File: src/rtl/core/box_filter_image_downsampler_assert.svh
`ifndef BOX_FILTER_IMAGE_DOWNSAMPLER_ASSERT_SVH
`define BOX_FILTER_IMAGE_DOWNSAMPLER_ASSERT_SVH

// Assertion helpers; every use samples on clk and is off while arst_n is low.
`ifndef ASSERT_OFF
`define BFD_ASSERT(lbl, prop, msg) \
	lbl: assert property (@(posedge clk) disable iff (!arst_n) prop) else $error(msg);
`define BFD_NEVER(lbl, cond, msg) \
	lbl: assert property (@(posedge clk) disable iff (!arst_n) !(cond)) else $error(msg);
`else
`define BFD_ASSERT(lbl, prop, msg)
`define BFD_NEVER(lbl, cond, msg)
`endif

`endif

File: src/rtl/core/bfd_pkg.sv
package bfd_pkg;

	// Width of the source dimension registers and of all position and boundary values.
	localparam int DIM_W = 13;
	localparam int TGT_W = 12;
	localparam int CNT_W = 5;
	localparam logic [CNT_W-1:0] CNT_MAX = 5'd31;

	// Configuration register indexes.
	localparam logic [1:0] CFG_SRC_W = 2'd0;
	localparam logic [1:0] CFG_SRC_H = 2'd1;
	localparam logic [1:0] CFG_TGT_W = 2'd2;
	localparam logic [1:0] CFG_TGT_H = 2'd3;

	typedef enum logic [2:0] {
		ST_CLEAR,
		ST_IDLE,
		ST_UPD,
		ST_MUL,
		ST_EMIT
	} state_t;

	// Commands to a bin boundary stepper.
	typedef struct packed {
		logic start;
		logic load_first;
		logic advance;
	} bound_ctl_t;

endpackage

File: src/rtl/core/bfd_lane.sv
module bfd_lane
	import bfd_pkg::*;
#(
	parameter int CHANNEL_BITS = 16
) (
	input  logic                      clk,
	input  logic                      load,
	input  logic [CHANNEL_BITS+3:0]   sum,
	input  logic [CNT_W-1:0]          cnt,
	output logic [CHANNEL_BITS-1:0]   avg
);

	localparam int SUMW = CHANNEL_BITS + 4;
	localparam int SH   = SUMW + CNT_W;
	localparam int RW   = SH + 1;
	localparam int PW   = SUMW + RW;

	logic [RW-1:0]   recip_tab [32];
	logic [SUMW-1:0] sum_s1;
	logic [RW-1:0]   recip_s1;
	logic [PW-1:0]   prod_s2;
	logic [PW-SH-1:0] quot;

	// Rounded-up reciprocals of the pixel counts; an empty bin averages to zero.
	assign recip_tab[0] = '0;
	for (genvar Gi = 1; Gi < 32; Gi++) begin : g_recip
		assign recip_tab[Gi] = RW'(((64'd1 << SH) + 64'(Gi) - 64'd1) / Gi);
	end

	// Stage 1 holds the sum and reciprocal, stage 2 the product.
	always_ff @(posedge clk) begin
		if (load) begin
			sum_s1   <= sum;
			recip_s1 <= recip_tab[cnt];
		end
		prod_s2 <= PW'(sum_s1) * PW'(recip_s1);
	end

	// The shifted product is the exact truncated quotient; clip to full scale.
	always_comb begin
		quot = prod_s2[PW-1:SH];
		avg  = (|quot[PW-SH-1:CHANNEL_BITS]) ? '1 : quot[CHANNEL_BITS-1:0];
	end

endmodule

File: config.mk
export PLATFORM = sky130hd
export DESIGN_NAME = bfd_lane
export DESIGN_NICKNAME = d
export VERILOG_FILES = /design/src/rtl/core/box_filter_image_downsampler_assert.svh /design/src/rtl/core/bfd_pkg.sv /design/src/rtl/core/bfd_lane.sv
export SDC_FILE = /design/constraint.sdc
export NUM_CORES = 1
export LEC_CHECK = 0
export BUFFER_PORTS_ARGS = -buffer_cell sky130_fd_sc_hd__buf_2
export CORE_MARGIN = 4
export CORE_UTILIZATION = 55
export CTS_CLUSTER_DIAMETER = 120
export CTS_CLUSTER_SIZE = 14
export DETAILED_ROUTE_END_ITERATION = 12
export GPL_ROUTABILITY_DRIVEN = 0
export PLACE_DENSITY = 0.72
export SLEW_MARGIN = 10
export SYNTH_ARGS = -nofsm -noshare
export SYNTH_HDL_FRONTEND = slang
export SYNTH_SLANG_ARGS = --single-unit
File: constraint.sdc
create_clock -name clk -period 7.2 [get_ports clk]
set_input_delay 0.72 -clock clk [delete_from_list [all_inputs] [get_ports clk]]
set_output_delay 0.72 -clock clk [all_outputs]
set_load 0.05 [all_outputs]
==> flow_metrics.py <==
metrics = {
    "cts": {
        "clock_path_buffers": 2,
        "clk_latency_ns": 0.36,
        "root_buffer": "clkbuf_16",
        "cts_num_sinks": 67,
        "cts_made_buffers": 9,
        "cts_tree": "done",
        "clk_pin_slew_ns": 0.06,
        "htree_num_levels": 3,
    },
    "grt": {
        "met1_usage_pct": 34.7,
        "grtUsageTotal_pct": 26.1,
        "gr-max-usage-layer": "met2",
        "antenna_found_initial": 0,
        "grt_pass1_wl_um": 78700,
        "grtUsageMet2_pct": 42.8,
        "grt_max_degree": 47,
        "globalRouteMet3Util_pct": 4.16,
        "grt_overflow": 0,
        "grt_pass1_vias": 15100,
    },
    "drt": {
        "drtAntennaViolNets": 0,
        "via_per_inst": 5.56,
        "drt-pass1-iter-count": 5,
        "post_drt_wl_per_cell_um": 18.7,
        "route.detailed.drc": 0,
        "vias": 14300,
        "drtIter0Drc": 937,
        "wirelength_um": 48000,
    },
    "yosys": {
        "synth_area_um2": 19100,
        "yosysWarningCount": 0,
        "avgSynthCellArea_um2": 9.16,
        "postSynthNetCount": 2702,
        "synth-seq-cells": 67,
        "synth-async-reset-ratio_pct": 0,
        "synth_flop_cell": "edfxtp_1",
        "seq_area_frac_synth_pct": 9.43,
        "syn_inst": 2086,
        "ys_types": 62,
        "synth-edff-count": 46,
    },
    "sta": {
        "slew_violations": 0,
        "finalSetupViolCount": 0,
        "fin_crit_ns": 6.98,
        "max_freq_ghz": 0.143,
        "hold_viol_final": 0,
        "worst_pin_slew_ns": 1.05,
        "skew_ns": 0.0127,
        "fin_ws_ns": 0.219,
        "fin_crit_sh_pct": 97.0,
        "slew_headroom_pct": 30.3,
        "rsz0062_at_grt": "no",
    },
    "floorplanning": {
        "start_util_pct": 56.4,
        "io_pins": 43,
        "die_x_um": 194,
        "core-area_um2": 33900,
        "die_y_um": 194,
        "die-area_um2": 37800,
        "placementRows": 67,
    },
    "flow_run": {
        "cap_violations": 0,
    },
    "worst_setup_path": {
        "path_cells": "buf_4 > and2_1 > fa_1 > fa_1 > inv_1 > fa_1 > inv_1 > fa_1 > ha_1 > fa_1 > inv_1 > fa_1 > inv_1 > ha_1 > nand3_1 > nand2_1 > or4_4 > a31o_4 > a211oi_4 > o31ai_2 > and4_4 > or3_1",
        "required_ns": 7.44,
        "reg2regPathDepth": 22,
        "critPathBufInv": 5,
        "crit_path_max_incr_delay_ns": 0.72,
        "path_max_fanout": 14,
        "r2r-end": "prod_s2[45]",
        "start_kind": "flop",
        "cp.arrival_ns": 7.22,
        "crit_top_cell": "fa_1",
        "rrSetupSlack_ns": 0.22,
        "r2r-start": "recip_s1[3]",
        "worst-setup-path-type": "flop to flop",
        "crit_slowest_cell": "edfxtp_1",
        "crit_family": "adder cells",
        "setup.worst_path.end_class": "flop",
    },
    "placed_design": {
        "port_buffers": 42,
        "dp_hpwl_um": 39400,
        "dp_worst_setup_slack_ns": -0.0577,
        "dp_cells": 2531,
    },
    "finish": {
        "stdcell_count": 2569,
        "fin_util_pct": 60.6,
        "fin_nets": 2733,
        "area_growth_pct": 7.45,
        "num_antenna_cells": 0,
        "drive_above_1_share_pct": 7.87,
    },
    "worst_hold_path": {
        "whs_path_depth": 1,
        "hp-class": "input pin to flop",
        "min_from": "sum[11]",
        "hold_end": "sum_s1[11]",
    },
    "status": {
        "status": "completed",
    },
}
worst register-to-register path, cell delays in order, from the launching register on:
cell and delay [ns]:
edfxtp_1 0.72, buf_4 0.32, and2_1 0.17, fa_1 0.41, fa_1 0.49, inv_1 0.05, fa_1 0.47, inv_1 0.05
fa_1 0.46, ha_1 0.30, fa_1 0.48, inv_1 0.05, fa_1 0.47, inv_1 0.04, ha_1 0.28, nand3_1 0.10
nand2_1 0.08, or4_4 0.55, a31o_4 0.32, a211oi_4 0.33, o31ai_2 0.15, and4_4 0.20, or3_1 0.35
routing by layer:
metal	part of all wire [%]	wire, µm
met5	0	0
met4	4.8	2330
met3	6.9	3330
met2	49	23500
met1	39	18800
state kept, by name, indices dropped and copies added (netlist names):
signal	count
sum_s1	20
recip_s1	26
prod_s2	21
cell usage after synthesis (all sizes together), types with 6 or more instances:
cell	instances	share of area [%]
inv	465	9.1
fa	427	45
nand2	344	6.8
and2	227	7.4
ha	162	11
clkbuf	112	2.2
a21oi	46	1.2
edfxtp	46	7.2
o21ai	34	0.89
nor2	25	0.49
dfxtp	21	2.2
a21o	20	0.79
or3	18	0.59
xnor2	15	0.69
a211oi	10	0.48
nor3	10	0.29
xor2	9	0.41
nand3	7	0.18
nor2b	7	0.23
and3	6	0.20
mux2i	6	0.31
nand4	6	0.20
o211ai	6	0.24
o21bai	6	0.24
area by class of cell:
type	instances	area, µm²
sequential	67	1800
clock inverter	6	88.8
tap	448	561
clock buffer	9	225
fill	2901	13300
timing repair buffer	134	963
inverter	466	1750
multi-input combinational	1439	15100
placed cells by master (no fill, tap or decap), types with 3 or more instances in the layout:
master and instances:
dfxtp_1 21, buf_2 42, a21oi_1 44, and2_1 227
nor2_1 25, nand2_1 344, o211ai_1 6, a211oi_1 8
o21ai_0 33, and3_1 5, nand2b_1 4, nand3_1 7
nor4_1 3, clkbuf_16 9, nor2b_1 7, nand4_1 6
nor3_1 9, o22ai_1 3, o21bai_1 6, fa_1 427
edfxtp_1 46, a31o_2 4, inv_1 465, buf_12 5
xnor2_1 15, ha_1 162, mux2i_1 6, or3_1 18
xor2_1 9, a21o_1 20, buf_4 86
worst max-delay path by stage:
| stage | start | end | slack (ns) | depth (start not counted) |
|---|---|---|---|---|
| floorplan | sum_s1[11] | prod_s2[45] | 0.61 | 22 |
| global placement | sum_s1[11] | prod_s2[39] | 0.18 | 23 |
| detailed placement | sum_s1[8] | prod_s2[39] | -0.06 | 22 |
| CTS | sum_s1[8] | prod_s2[39] | 0.01 | 22 |
| global route | sum_s1[8] | prod_s2[45] | 0.002 | 22 |
| finish | recip_s1[3] | prod_s2[45] | 0.22 | 22 |
repair_timing:
item,in CTS,in global routing
endpoints found under the setup margin,2,10
hold endpoints to repair,0,0
resized for setup,1,3
buffers inserted,0,23
hold buffers,0,0
pin swaps,0,0
metrics by stage:
stage                     TNS (ns)  hold WS, ns  instance area, µm²
final                            0        0.537               20500
after global routing             0        0.524               20500
after CTS                        0        0.521               20300
after detailed placement   -0.0981        0.899               20000
after global placement           0        0.898               20000
after floorplan                  0        0.819               19100
logic make-up (layout without fill, tap and decap cells):
kind of cell / count (synthesis) / count (layout) / share of synthesized area (%)
muxes: 6 / 6 / 0.314
and+or+nand+nor: 666 / 666 / 17.0
AOI/OAI and AO/OA: 154 / 154 / 5.39
xor gates and xnor gates: 24 / 24 / 1.10
adders and majority gates: 589 / 589 / 55.4
DFF: 67 / 67 / 9.43
buffers and inverters: 580 / 615 / 11.4
Power is not shown: default switching activity piles up to over one toggle a cycle in this logic, so the estimate is an artifact.
