$ cat config.mk
export PLATFORM = sky130hd
export DESIGN_NAME = bfd_bound
export DESIGN_NICKNAME = d
export VERILOG_FILES = /design/src/rtl/core/box_filter_image_downsampler_assert.svh /design/src/rtl/core/bfd_pkg.sv /design/src/rtl/core/bfd_bound.sv
export SDC_FILE = /design/constraint.sdc
export NUM_CORES = 1
export LEC_CHECK = 0
export BUFFER_PORTS_ARGS = -buffer_cell sky130_fd_sc_hd__buf_4
export CAP_MARGIN = 25
export CORE_AREA = 3 3 106 108
export CTS_BUF_LIST = sky130_fd_sc_hd__clkbuf_4 sky130_fd_sc_hd__clkbuf_8
export CTS_CLUSTER_DIAMETER = 50
export CTS_CLUSTER_SIZE = 25
export DETAILED_ROUTE_END_ITERATION = 6
export DIE_AREA = 0 0 109 111
export GPL_TIMING_DRIVEN = 0
export PLACE_DENSITY = 0.72
export SYNTH_ARGS = -nofsm -noshare
export SYNTH_HDL_FRONTEND = slang
export SYNTH_SLANG_ARGS = --single-unit
$ cat constraint.sdc
create_clock -name clk -period 11.21 [get_ports clk]
set_clock_uncertainty 0.1 [all_clocks]
set_input_delay 1.6815 -clock clk [delete_from_list [all_inputs] [get_ports clk]]
set_output_delay 1.6815 -clock clk [all_outputs]
set_load 0.02 [all_outputs]
$ cat src/rtl/core/box_filter_image_downsampler_assert.svh
`ifndef BOX_FILTER_IMAGE_DOWNSAMPLER_ASSERT_SVH
`define BOX_FILTER_IMAGE_DOWNSAMPLER_ASSERT_SVH

// Assertion helpers; every use samples on clk and is off while arst_n is low.
`ifndef ASSERT_OFF
`define BFD_ASSERT(lbl, prop, msg) \
	lbl: assert property (@(posedge clk) disable iff (!arst_n) prop) else $error(msg);
`define BFD_NEVER(lbl, cond, msg) \
	lbl: assert property (@(posedge clk) disable iff (!arst_n) !(cond)) else $error(msg);
`else
`define BFD_ASSERT(lbl, prop, msg)
`define BFD_NEVER(lbl, cond, msg)
`endif

`endif

$ cat src/rtl/core/bfd_pkg.sv
package bfd_pkg;

	// Width of the source dimension registers and of all position and boundary values.
	localparam int DIM_W = 13;
	localparam int TGT_W = 12;
	localparam int CNT_W = 5;
	localparam logic [CNT_W-1:0] CNT_MAX = 5'd31;

	// Configuration register indexes.
	localparam logic [1:0] CFG_SRC_W = 2'd0;
	localparam logic [1:0] CFG_SRC_H = 2'd1;
	localparam logic [1:0] CFG_TGT_W = 2'd2;
	localparam logic [1:0] CFG_TGT_H = 2'd3;

	typedef enum logic [2:0] {
		ST_CLEAR,
		ST_IDLE,
		ST_UPD,
		ST_MUL,
		ST_EMIT
	} state_t;

	// Commands to a bin boundary stepper.
	typedef struct packed {
		logic start;
		logic load_first;
		logic advance;
	} bound_ctl_t;

endpackage

$ cat src/rtl/core/bfd_bound.sv
module bfd_bound
	import bfd_pkg::*;
(
	input  logic             clk,
	input  logic             arst_n,
	input  bound_ctl_t       ctl,
	input  logic [DIM_W-1:0] src,
	input  logic [DIM_W-1:0] dst,
	output logic [DIM_W-1:0] bound,
	output logic             busy
);

	logic [DIM_W-1:0] dvd_q;
	logic [DIM_W-1:0] rem_q;
	logic [3:0]       iter_q;
	logic [DIM_W-1:0] bound_q;
	logic [DIM_W-1:0] acc_q;
	logic [DIM_W:0]   trial;
	logic             ge;
	logic [DIM_W-1:0] rem_next;
	logic [DIM_W-1:0] dvd_next;
	logic [DIM_W:0]   acc_sum;
	logic             acc_wrap;

	// One restoring division step per cycle: src = quotient * dst + remainder.
	always_comb begin
		trial    = {rem_q, dvd_q[DIM_W-1]};
		ge       = trial >= {1'b0, dst};
		rem_next = ge ? DIM_W'(trial - {1'b0, dst}) : trial[DIM_W-1:0];
		dvd_next = {dvd_q[DIM_W-2:0], ge};
		acc_sum  = {1'b0, acc_q} + {1'b0, rem_q};
		acc_wrap = acc_sum >= {1'b0, dst};
	end

	// After the division, dvd_q holds the quotient and rem_q the remainder.
	// Each advance moves the boundary by the quotient plus a carry from the
	// running fractional part.
	always_ff @(posedge clk or negedge arst_n) begin
		if (!arst_n) begin
			iter_q  <= '0;
			dvd_q   <= '0;
			rem_q   <= '0;
			bound_q <= '0;
			acc_q   <= '0;
		end else if (ctl.start) begin
			iter_q <= 4'(DIM_W);
			dvd_q  <= src;
			rem_q  <= '0;
		end else if (iter_q != '0) begin
			iter_q <= iter_q - 4'd1;
			dvd_q  <= dvd_next;
			rem_q  <= rem_next;
			if (iter_q == 4'd1) begin
				bound_q <= dvd_next;
				acc_q   <= rem_next;
			end
		end else if (ctl.load_first) begin
			bound_q <= dvd_q;
			acc_q   <= rem_q;
		end else if (ctl.advance) begin
			if (acc_wrap) begin
				acc_q   <= DIM_W'(acc_sum - {1'b0, dst});
				bound_q <= bound_q + dvd_q + DIM_W'(1);
			end else begin
				acc_q   <= acc_sum[DIM_W-1:0];
				bound_q <= bound_q + dvd_q;
			end
		end
	end

	assign bound = bound_q;
	assign busy  = iter_q != '0;

endmodule

==> run summary, run 1 <==
Synth Area in Simple Gates -> 0.194
chip height -> 111 um
number of synthesized register bits -> 56
Hold Path Sink -> acc_q[2]$_DFFE_PN0P_
PwrDens -> 203 nW/um^2
RSZ-0062 raised after global routing -> false
Comb pwr share -> 0.677
setup TNS -> 0 ns
routed vias/inst -> 6.19
syn nets -> 793
post-synthesis mux area share -> 0.0345
grt ovf -> 0
CTS tree -> built
Worst Setup SP -> rem_q[0]$_DFFE_PN0P_
post-synthesis compound-gate area fraction -> 0.263
Final HPWL DP -> 12700 um
core area -> 10300 um^2
maximum VDD drop -> 0.0842 mV
Placed Cells -> 883
ys flop type -> dfrtp_1
clock sinks -> 56
Area Growth Syn to Fin -> 10.2%
crit path kind -> flip-flop to flip-flop
detailed-route DRC error count -> 0
leakage -> 2.76 nW
data required time of the worst path -> 11.32 ns
sequential-to-total area share from yosys stat -> 0.249
layout cells sized above 1 -> 0.113
diode count -> 0
r2r setup slk -> 5.88 ns
Reg2Reg Depth -> 20
Avg WL per Cell -> 18.8 um
Routability Congestion -> 0.947
H-tree Lvls -> 2
Synth area leaders -> dfrtp_1 (25%), ha_1 (12%), a21oi_1 (6.2%)
largest family of logic cells by synthesized area -> compound AO/OA/AOI/OAI gates
Slew @ Worst Pin -> 0.980 ns
top post-synthesis cells by count -> nand2_1 (75), a21oi_1 (70), nor2_1 (60)
most frequent cell after synthesis -> nand2_1
max-cap check violation count -> 0
r2r startpoint -> rem_q[0]$_DFFE_PN0P_
drt pass-1 iters -> 6
final worst-path cycle share -> 0.475
P_sw -> 0.615 mW
XOR/XNOR Fraction of Synth Area -> 0.0731
sw frac -> 0.487
placed inst area -> 6120 um^2
Distinct cells, synth -> 66
Hold-fix buffers, CTS -> 0
EDFF count, synth -> 0
hold slack -> 0.427 ns
Hold WC Path Type -> flip-flop to flip-flop
Slew Limit Fails -> 0
clock latency on the worst-skew pair -> 0.33 ns
Post-Synth Adder-Cell Area -> 0.134
CP Launch Type -> flip-flop
PostCTS Resize Cnt -> 0
DR iter-0 viols -> 556
Pint -> 0.647 mW
CTS root buf -> clkbuf_8
Die Wd -> 109 um
CTS Buffer Depth -> 2
first-pass GRT wire length -> 27000 um
# nets final -> 843
crit end category -> flip-flop
Flop pwr share -> 0.230
Layout Utilization -> 0.601
mapped cell area -> 5630 um^2
PortBufs -> 43
crit-path max FO -> 10
Total Wirelength -> 16700 um
initial antenna violation count -> 0
Final Hold Violating Endpoints -> 0
Mapped Cells -> 704
Design Area, Final -> 6200 um^2
Final min period -> 5.33 ns
Synth top area share -> 0.249
Yosys Warn Count -> 0
worst path arrival time -> 5.44 ns
via count -> 5513
max_slew headroom -> 0.342
Global Route Usage Sum -> 0.282
vias in the first global route -> 5428
Post-DRT Antenna Nets -> 0
hold path startpoint -> acc_q[2]$_DFFE_PN0P_
Clock Power Share -> 0.092
worst reg2reg path endpoint -> acc_q[0]$_DFFE_PN0P_
num rows -> 37
largest area contributor in the netlist -> dfrtp_1
Cell Count, Final, Fillers Out -> 890
clock slew at reported path FFs -> 0.10 ns
IO Count -> 45
TritonCTS Buffers -> 5
Starting Density -> 0.545
asr flop ratio synth -> 1.00
total die area -> 12100 um^2
setup violators final -> 0
fmax -> 188 MHz
hold depth -> 2
syn_area_per_cell -> 8.00 um^2
status -> finished clean
number of fill cells -> 929
largest net degree at the start of global routing -> 57
post-CTS repair timing setup buffer count -> 0
==> worst max-delay path by stage <==
| stage | endpoint | slack [ns] | cells after the start |
|---|---|---|---|
| 2_1_floorplan | acc_q[3]$_DFFE_PN0P_ | 6.89 | 13 |
| 3_3_place_gp | acc_q[0]$_DFFE_PN0P_ | 6.19 | 18 |
| 3_5_place_dp | acc_q[0]$_DFFE_PN0P_ | 6.00 | 20 |
| 4_1_cts | acc_q[0]$_DFFE_PN0P_ | 5.98 | 20 |
| 5_1_grt | acc_q[0]$_DFFE_PN0P_ | 5.46 | 20 |
| 6_report | acc_q[0]$_DFFE_PN0P_ | 5.88 | 20 |
==> registers in the layout (all words and copies together), names as in the netlist <==
register and count:
bound 13, rem_q 13, acc_q 13, dvd_q 13, iter_q 4
==> per-stage QoR <==
step	setup WS (ns)	total power, mW
after floorplan	6.89	0.925
after global routing	5.46	1.36
after global placement	6.19	1.11
after detailed placement	6.00	1.13
final	5.88	1.26
after CTS	5.98	1.25
==> logic make-up after synthesis <==
| family | count (synthesis) |
|---|---|
| mux | 18 |
| buf+inv | 69 |
| simple gates | 229 |
| compound gates | 227 |
| xor+xnor | 47 |
| flops | 56 |
| fa+ha+maj | 58 |
==> placed cells by master, fill, tap and decap left out, types with 4 or more instances in the layout <==
| cell type | n |
|---|---|
| fa_1 | 4 |
| nand3_1 | 12 |
| inv_1 | 41 |
| nor2_1 | 60 |
| and2_1 | 4 |
| nand2_2 | 5 |
| nor2b_1 | 7 |
| buf_4 | 44 |
| xnor2_1 | 33 |
| nand2b_1 | 10 |
| o211ai_1 | 11 |
| buf_2 | 4 |
| clkbuf_8 | 5 |
| or2_2 | 5 |
| nand2_1 | 75 |
| o21ai_0 | 48 |
| mux2i_1 | 13 |
| o21a_1 | 7 |
| a21oi_1 | 70 |
| nor3_1 | 17 |
| or3_1 | 7 |
| nand4_1 | 10 |
| a21o_1 | 17 |
| clkbuf_1 | 21 |
| ha_1 | 54 |
| o211ai_2 | 5 |
| a211o_1 | 4 |
| a31oi_1 | 21 |
| xor2_1 | 14 |
| a211oi_1 | 9 |
| dfrtp_1 | 56 |
| o21bai_1 | 5 |
==> critical path, cell delays in order (launching register included) <==
cell	delay [ns]
dfrtp_1	0.47
ha_1	0.26
inv_1	0.07
fa_1	0.23
nor2b_1	0.07
o21ai_0	0.22
a21oi_1	0.15
o311ai_0	0.62
nand2_1	0.15
xor2_1	0.23
ha_1	0.33
nand2_1	0.11
o21ai_0	0.11
o311ai_0	0.48
nand4bb_1	0.29
buf_2	0.30
clkbuf_1	0.30
o21ai_0	0.34
o21ai_0	0.12
a21oi_1	0.16
a21oi_1	0.09
==> layer usage <==
metal	share of wire	GRT usage	vias to the layer above
met5	0	0	-
li1	-	-	2638
met3	0.078	0.0518	35
met1	0.45	0.402	2615
met4	0.018	0.0690	0
met2	0.46	0.438	225
==> power by group through the flow <==
stage	clock, mW	sequential [mW]	combinational, mW
after detailed placement	0	0.293	0.837
after floorplan	0	0.289	0.636
final	0.117	0.290	0.854
after global placement	0	0.293	0.813
after CTS	0.119	0.289	0.842
after global routing	0.126	0.296	0.934
==> area by class of cell <==
type / instances / area (um^2) / area share
timing repair buffer: 43 / 323 / 0.0520
inverter: 41 / 154 / 0.0248
tap: 136 / 170 / 0.0274
clock inverter: 1 / 5.00 / 0.000807
buffer: 28 / 138 / 0.0222
multi-input combinational: 579 / 3940 / 0.635
sequential: 56 / 1400 / 0.226
clock buffer: 6 / 76.3 / 0.0123
Power figures use the tool's default switching activity.
==> inputs of run 2 (changes only) <==
--- a/config.mk
+++ b/config.mk
@@ -5,16 +5,17 @@
 export SDC_FILE = /design/constraint.sdc
 export NUM_CORES = 1
 export LEC_CHECK = 0
+export ABC_AREA = 1
 export BUFFER_PORTS_ARGS = -buffer_cell sky130_fd_sc_hd__buf_4
 export CAP_MARGIN = 25
-export CORE_AREA = 3 3 106 108
+export CORE_AREA = 3 3 108 110
 export CTS_BUF_LIST = sky130_fd_sc_hd__clkbuf_4 sky130_fd_sc_hd__clkbuf_8
 export CTS_CLUSTER_DIAMETER = 50
 export CTS_CLUSTER_SIZE = 25
 export DETAILED_ROUTE_END_ITERATION = 6
-export DIE_AREA = 0 0 109 111
+export DIE_AREA = 0 0 111 113
 export GPL_TIMING_DRIVEN = 0
-export PLACE_DENSITY = 0.72
+export PLACE_DENSITY = 0.75
 export SYNTH_ARGS = -nofsm -noshare
 export SYNTH_HDL_FRONTEND = slang
 export SYNTH_SLANG_ARGS = --single-unit
==> constraint.sdc (replaced) <==
create_clock -name clk -period 4.5 [get_ports clk]
set_clock_uncertainty 0.1 [all_clocks]
set_input_delay 0.675 -clock clk [delete_from_list [all_inputs] [get_ports clk]]
set_output_delay 0.675 -clock clk [all_outputs]
set_load 0.02 [all_outputs]
==> run summary, run 2 <==
status -> finished clean
final worst-path cycle share -> 0.938
slowest stage delay, CP -> 0.48 ns
Starting Density -> 0.542
Synth area leaders -> dfrtp_1 (24%), nand2_1 (14%), ha_1 (12%)
syn_area_per_cell -> 6.64 um^2
largest area contributor in the netlist -> dfrtp_1
core area -> 10800 um^2
top post-synthesis cells by count -> nand2_1 (225), inv_1 (110), nor2_1 (97)
largest net degree at the start of global routing -> 57
Total Wirelength -> 16700 um
maximum VDD drop -> 0.360 mV
Slowest cell on crit path -> dfrtp_1
Layout Utilization -> 0.597
Synth top area share -> 0.240
Critical Path Stages -> 22
Metal-1 WL -> 8040 um
ys flop type -> dfrtp_1
leakage -> 3.43 nW
worst path arrival time -> 4.38 ns
setup TNS -> 0 ns
Slew @ Worst Pin -> 0.721 ns
Avg WL per Cell -> 15.6 um
DR iter-0 viols -> 477
commonest non-fill, non-tap cell in the layout -> nand2_1
Die Wd -> 111 um
hold slack -> 0.280 ns
RSZ-0062 raised after global routing -> false
most frequent cell after synthesis -> nand2_1
data required time of the worst path -> 4.66 ns
CTS root buf -> clkbuf_8
vias in the first global route -> 5297
Post-DRT Antenna Nets -> 0
grt ovf -> 0
crit-path max FO -> 10
r2r setup slk -> 0.28 ns
detailed-route DRC error count -> 0
routed vias/inst -> 5.51
Reg2Reg Depth -> 22
Final min period -> 4.22 ns
clock slew at reported path FFs -> 0.10 ns
most frequent cells in the layout -> nand2_1 (225), inv_1 (110), nor2_1 (97)
fmax -> 237 MHz
Slew Limit Fails -> 0
total die area -> 12500 um^2
top layer in use -> met4
Yosys Warn Count -> 0
TritonCTS Buffers -> 5
mapped cell area -> 5850 um^2
num rows -> 38
chip height -> 113 um
PortBufs -> 42
Area Growth Syn to Fin -> 10.3%
WL met2 -> 7240 um
Hold WC Path Type -> input port to async pin
CTS Buffer Depth -> 2
layout cells sized above 1 -> 0.0945
crit end category -> flip-flop
Bufs and invs on worst path -> 3
H-tree Lvls -> 2
syn nets -> 970
Routability Congestion -> 1.00
PwrDens -> 645 nW/um^2
Final HPWL DP -> 13200 um
clock latency on the worst-skew pair -> 0.33 ns
CTS tree -> built
CP Cell Sequence -> ha_1, inv_1, fa_1, o21ai_1, a21oi_1, nor2_1, nor2_1, xnor2_1, ha_1, nand2_1, nor2_1, nand2_1, o21ai_1, inv_1, nand2_1, nand2_2, nand3_4, buf_4, nand3_1, nand3_1, o211ai_1, a21oi_1
number of synthesized register bits -> 56
delay-heaviest family, CP -> adder cells
Distinct cells, synth -> 47
WL met3 -> 1120 um
max-cap check violation count -> 0
initial antenna violation count -> 0
max_slew headroom -> 0.519
sequential-to-total area share from yosys stat -> 0.240
drt pass-1 iters -> 5
clock sinks -> 56
EDFF count, synth -> 0
setup violators final -> 0
asr flop ratio synth -> 1.00
IO Count -> 45
diode count -> 0
Global Route Usage Sum -> 0.262
Mapped Cells -> 881
via count -> 5900
# nets final -> 1019
crit path kind -> flip-flop to flip-flop
CP Launch Type -> flip-flop
first-pass GRT wire length -> 26700 um
Final Hold Violating Endpoints -> 0
[run 2: changes by cell type after synthesis, sizes merged, moves of 9 or more]
cell | previous run | this run
mux2i | 13 | 0
inv | 41 | 116
nor2 | 60 | 102
a21o | 17 | 5
nor3 | 18 | 7
xor2 | 14 | 26
nand2 | 80 | 227
nand2b | 10 | 0
a31oi | 23 | 11
a211oi | 9 | 0
a21oi | 71 | 80
nand3 | 12 | 50
xnor2 | 33 | 11
[run 2: worst reg2reg max path: stages, from the launching register on]
cell      delay (ns)
dfrtp_1         0.48
ha_1            0.27
inv_1           0.09
fa_1            0.43
o21ai_1         0.32
a21oi_1         0.16
nor2_1          0.12
nor2_1          0.06
xnor2_1         0.18
ha_1            0.36
nand2_1         0.09
nor2_1          0.18
nand2_1         0.08
o21ai_1         0.13
inv_1           0.05
nand2_1         0.09
nand2_2         0.07
nand3_4         0.14
buf_4           0.25
nand3_1         0.13
nand3_1         0.10
o211ai_1        0.10
a21oi_1         0.17
[run 2: area by class of cell]
type,instances,area [um^2]
Inverter,116,435
Tap cell,140,175
Buffer,26,134
Clock buffer,6,76.3
Fill cell,1076,4350
Timing Repair Buffer,42,315
Sequential cell,56,1400
Clock inverter,2,35.0
Multi-Input combinational cell,683,3870
[run 2: kinds of logic (layout without fill, tap and decap cells)]
kind of cell	count (synthesis)	in the layout	synth area share
buffers and inverters	142	192	0.0974
adder cells (fa/ha/maj)	58	58	0.129
AO/OA/AOI/OAI	182	182	0.180
flip-flops	56	56	0.240
AND/OR/NAND/NOR	406	406	0.297
XOR/XNOR	37	37	0.0567
[run 2: through the flow]
step           cells  worst slack (ns)  cell area, um^2  total power, mW
2_1_floorplan    881              1.04             5850             3.02
3_3_place_gp    1063             0.279             6340             3.73
3_5_place_dp    1063             0.296             6340             3.75
4_1_cts         1071             0.242             6450             4.11
5_1_grt         1071            0.0248             6450             4.52
6_report        1071             0.281             6450             4.16
[run 2: report_power, final]
group | total (mW) | internal, mW | leakage (nW) | switching, mW
clock network | 0.354 | 0.172 | 0.0586 | 0.182
registers | 0.755 | 0.623 | 0.693 | 0.132
logic | 3.05 | 1.13 | 2.67 | 1.92
total | 4.16 | 1.92 | 3.43 | 2.23
[run 2: path summary, 6_finish.rpt]
path	from	endpoint
worst max-delay path	rem_q[0]$_DFFE_PN0P_	acc_q[9]$_DFFE_PN0P_
worst min-delay path	arst_n	rem_q[4]$_DFFE_PN0P_
worst max register to register	rem_q[0]$_DFFE_PN0P_	acc_q[9]$_DFFE_PN0P_
worst min register to register	acc_q[11]$_DFFE_PN0P_	acc_q[11]$_DFFE_PN0P_
max in group asynchronous	arst_n	iter_q[2]$_DFFE_PN0P_
min in group clk	acc_q[11]$_DFFE_PN0P_	acc_q[11]$_DFFE_PN0P_
[run 2: per-layer routing]
layer  GRT usage  up-vias
li1            -     2990
met1       0.386     2690
met2       0.406      196
met5           0        -
met4      0.0583        0
met3      0.0433       24
[run 2: what timing repair did]
item,CTS,global route
resized for setup,0,1
hold buffers,0,0
setup buffers,0,0
hold endpoints to repair,0,0
endpoints found under the setup margin,0,23
==> inputs of run 3 (changes only) <==
--- a/config.mk
+++ b/config.mk
@@ -8,14 +8,14 @@
 export ABC_AREA = 1
 export BUFFER_PORTS_ARGS = -buffer_cell sky130_fd_sc_hd__buf_4
 export CAP_MARGIN = 25
-export CORE_AREA = 3 3 108 110
+export CORE_AREA = 3 3 138 140
 export CTS_BUF_LIST = sky130_fd_sc_hd__clkbuf_4 sky130_fd_sc_hd__clkbuf_8
 export CTS_CLUSTER_DIAMETER = 50
 export CTS_CLUSTER_SIZE = 25
 export DETAILED_ROUTE_END_ITERATION = 6
-export DIE_AREA = 0 0 111 113
+export DIE_AREA = 0 0 141 143
 export GPL_TIMING_DRIVEN = 0
-export PLACE_DENSITY = 0.75
 export SYNTH_ARGS = -nofsm -noshare
 export SYNTH_HDL_FRONTEND = slang
 export SYNTH_SLANG_ARGS = --single-unit
+export TNS_END_PERCENT = 20
==> run summary, run 3 (synthesis gave the netlist of run 2 again) <==
status -> finished clean
RSZ-0062 raised after global routing -> false
Slew Limit Fails -> 0
maximum VDD drop -> 0.230 mV
Area Growth Syn to Fin -> 12.3%
placed inst area -> 6450 um^2
Global Route Usage Sum -> 0.180
Metal-1 WL -> 8500 um
final worst-path cycle share -> 0.921
data required time of the worst path -> 4.65 ns
Routability Congestion -> 0.898
clock sinks -> 56
worst path arrival time -> 4.30 ns
WL met2 -> 8210 um
layout cells sized above 1 -> 0.0967
via count -> 5909
crit end category -> flip-flop
DR iter-0 viols -> 427
setup violators final -> 0
top layer in use -> met4
number of fill cells -> 1959
crit-path max FO -> 10
detailed-route DRC error count -> 0
num rows -> 49
drt pass-1 iters -> 5
first-pass GRT wire length -> 29300 um
fmax -> 241 MHz
WL met3 -> 1010 um
CTS tree -> built
Post-DRT Antenna Nets -> 0
PortBufs -> 42
most frequent cells in the layout -> nand2_1 (225), inv_1 (110), nor2_1 (97)
crit path kind -> flip-flop to flip-flop
Layout Utilization -> 0.365
clock latency on the worst-skew pair -> 0.33 ns
# nets final -> 1019
PwrDens -> 642 nW/um^2
leakage -> 3.43 nW
TritonCTS Buffers -> 5
vias in the first global route -> 5692
IO Count -> 45
Final min period -> 4.14 ns
max-cap check violation count -> 0
Starting Density -> 0.325
clock slew at reported path FFs -> 0.11 ns
Avg WL per Cell -> 15.7 um
Final HPWL DP -> 14600 um
initial antenna violation count -> 0
Design Area, Final -> 6560 um^2
CP Launch Type -> flip-flop
CTS Buffer Depth -> 2
post-CTS repair timing setup buffer count -> 0
routed vias/inst -> 5.09
commonest non-fill, non-tap cell in the layout -> nand2_1
Die Wd -> 141 um
setup TNS -> 0 ns
max_slew headroom -> 0.518
H-tree Lvls -> 2
diode count -> 0
Final Hold Violating Endpoints -> 0
Hold WC Path Type -> input port to async pin
total die area -> 20200 um^2
Total Wirelength -> 18200 um
grt ovf -> 0
core area -> 18000 um^2
Slew @ Worst Pin -> 0.722 ns
chip height -> 143 um
CTS root buf -> clkbuf_8
largest net degree at the start of global routing -> 57
==> run 3: layer usage <==
metal / up-vias / global-route usage
met5: - / 0
met2: 164 / 0.295
met4: 0 / 0.0525
met3: 30 / 0.0332
li1: 3004 / -
met1: 2711 / 0.243
==> run 3: critical path, cell delays in order, from the launching register on <==
cell	delay, ns
dfrtp_2	0.45
ha_1	0.25
inv_1	0.09
fa_1	0.45
o21ai_2	0.25
a21oi_1	0.13
xnor2_1	0.26
ha_1	0.33
nand2_1	0.14
inv_1	0.05
a21oi_1	0.15
nand3_1	0.15
nand2_1	0.09
nand2_1	0.09
nand2_2	0.09
nand3_4	0.16
buf_4	0.25
o21ai_0	0.26
o21ai_0	0.12
a31oi_1	0.20
==> run 3: what timing repair did <==
| action | 4_1_cts | 5_1_grt |
|---|---|---|
| hold buffers | 0 | 0 |
| gates resized for setup | 0 | 3 |
| endpoints found under the setup margin | 0 | 25 |
==> run 3: worst paths after layout <==
kind / from / endpoint / slack, ns / depth (start not counted)
worst max-delay path: rem_q[0]$_DFFE_PN0P_ / acc_q[4]$_DFFE_PN0P_ / 0.36 / 19
worst min-delay path: arst_n / acc_q[4]$_DFFE_PN0P_ / 0.29 / 1
worst max register to register: rem_q[0]$_DFFE_PN0P_ / acc_q[4]$_DFFE_PN0P_ / 0.36 / 19
worst min register to register: acc_q[11]$_DFFE_PN0P_ / acc_q[11]$_DFFE_PN0P_ / 0.40 / 2
max in group asynchronous: arst_n / rem_q[0]$_DFFE_PN0P_ / 3.51 / 1
min in group clk: acc_q[11]$_DFFE_PN0P_ / acc_q[11]$_DFFE_PN0P_ / 0.40 / 2
==> run 3: final cells by class <==
cell class / count / area [um^2] / area share
plain buffers: 26 / 134 / 0.0204
clock buffers: 6 / 76.3 / 0.0116
clock inverters: 2 / 35.0 / 0.00534
inverters: 116 / 435 / 0.0663
multi-input cells: 683 / 3880 / 0.591
flip-flops and latches: 56 / 1400 / 0.214
well taps: 229 / 287 / 0.0437
repair buffers: 42 / 315 / 0.0480
==> run 3: power by group <==
| part | switching, mW | internal, mW |
|---|---|---|
| logic | 1.97 | 1.13 |
| registers | 0.140 | 0.624 |
| clock network | 0.178 | 0.172 |
==> run 3: metrics by stage <==
stage | instances | power (mW) | hold WS (ns) | worst slack (ns)
after floorplan | 881 | 3.02 | 0.279 | 1.04
after global placement | 1152 | 3.83 | 0.376 | 0.149
after detailed placement | 1152 | 3.84 | 0.382 | 0.0784
after CTS | 1160 | 4.20 | 0.328 | 0.0454
after global routing | 1160 | 4.65 | 0.355 | 0.000418
final | 1160 | 4.21 | 0.288 | 0.356
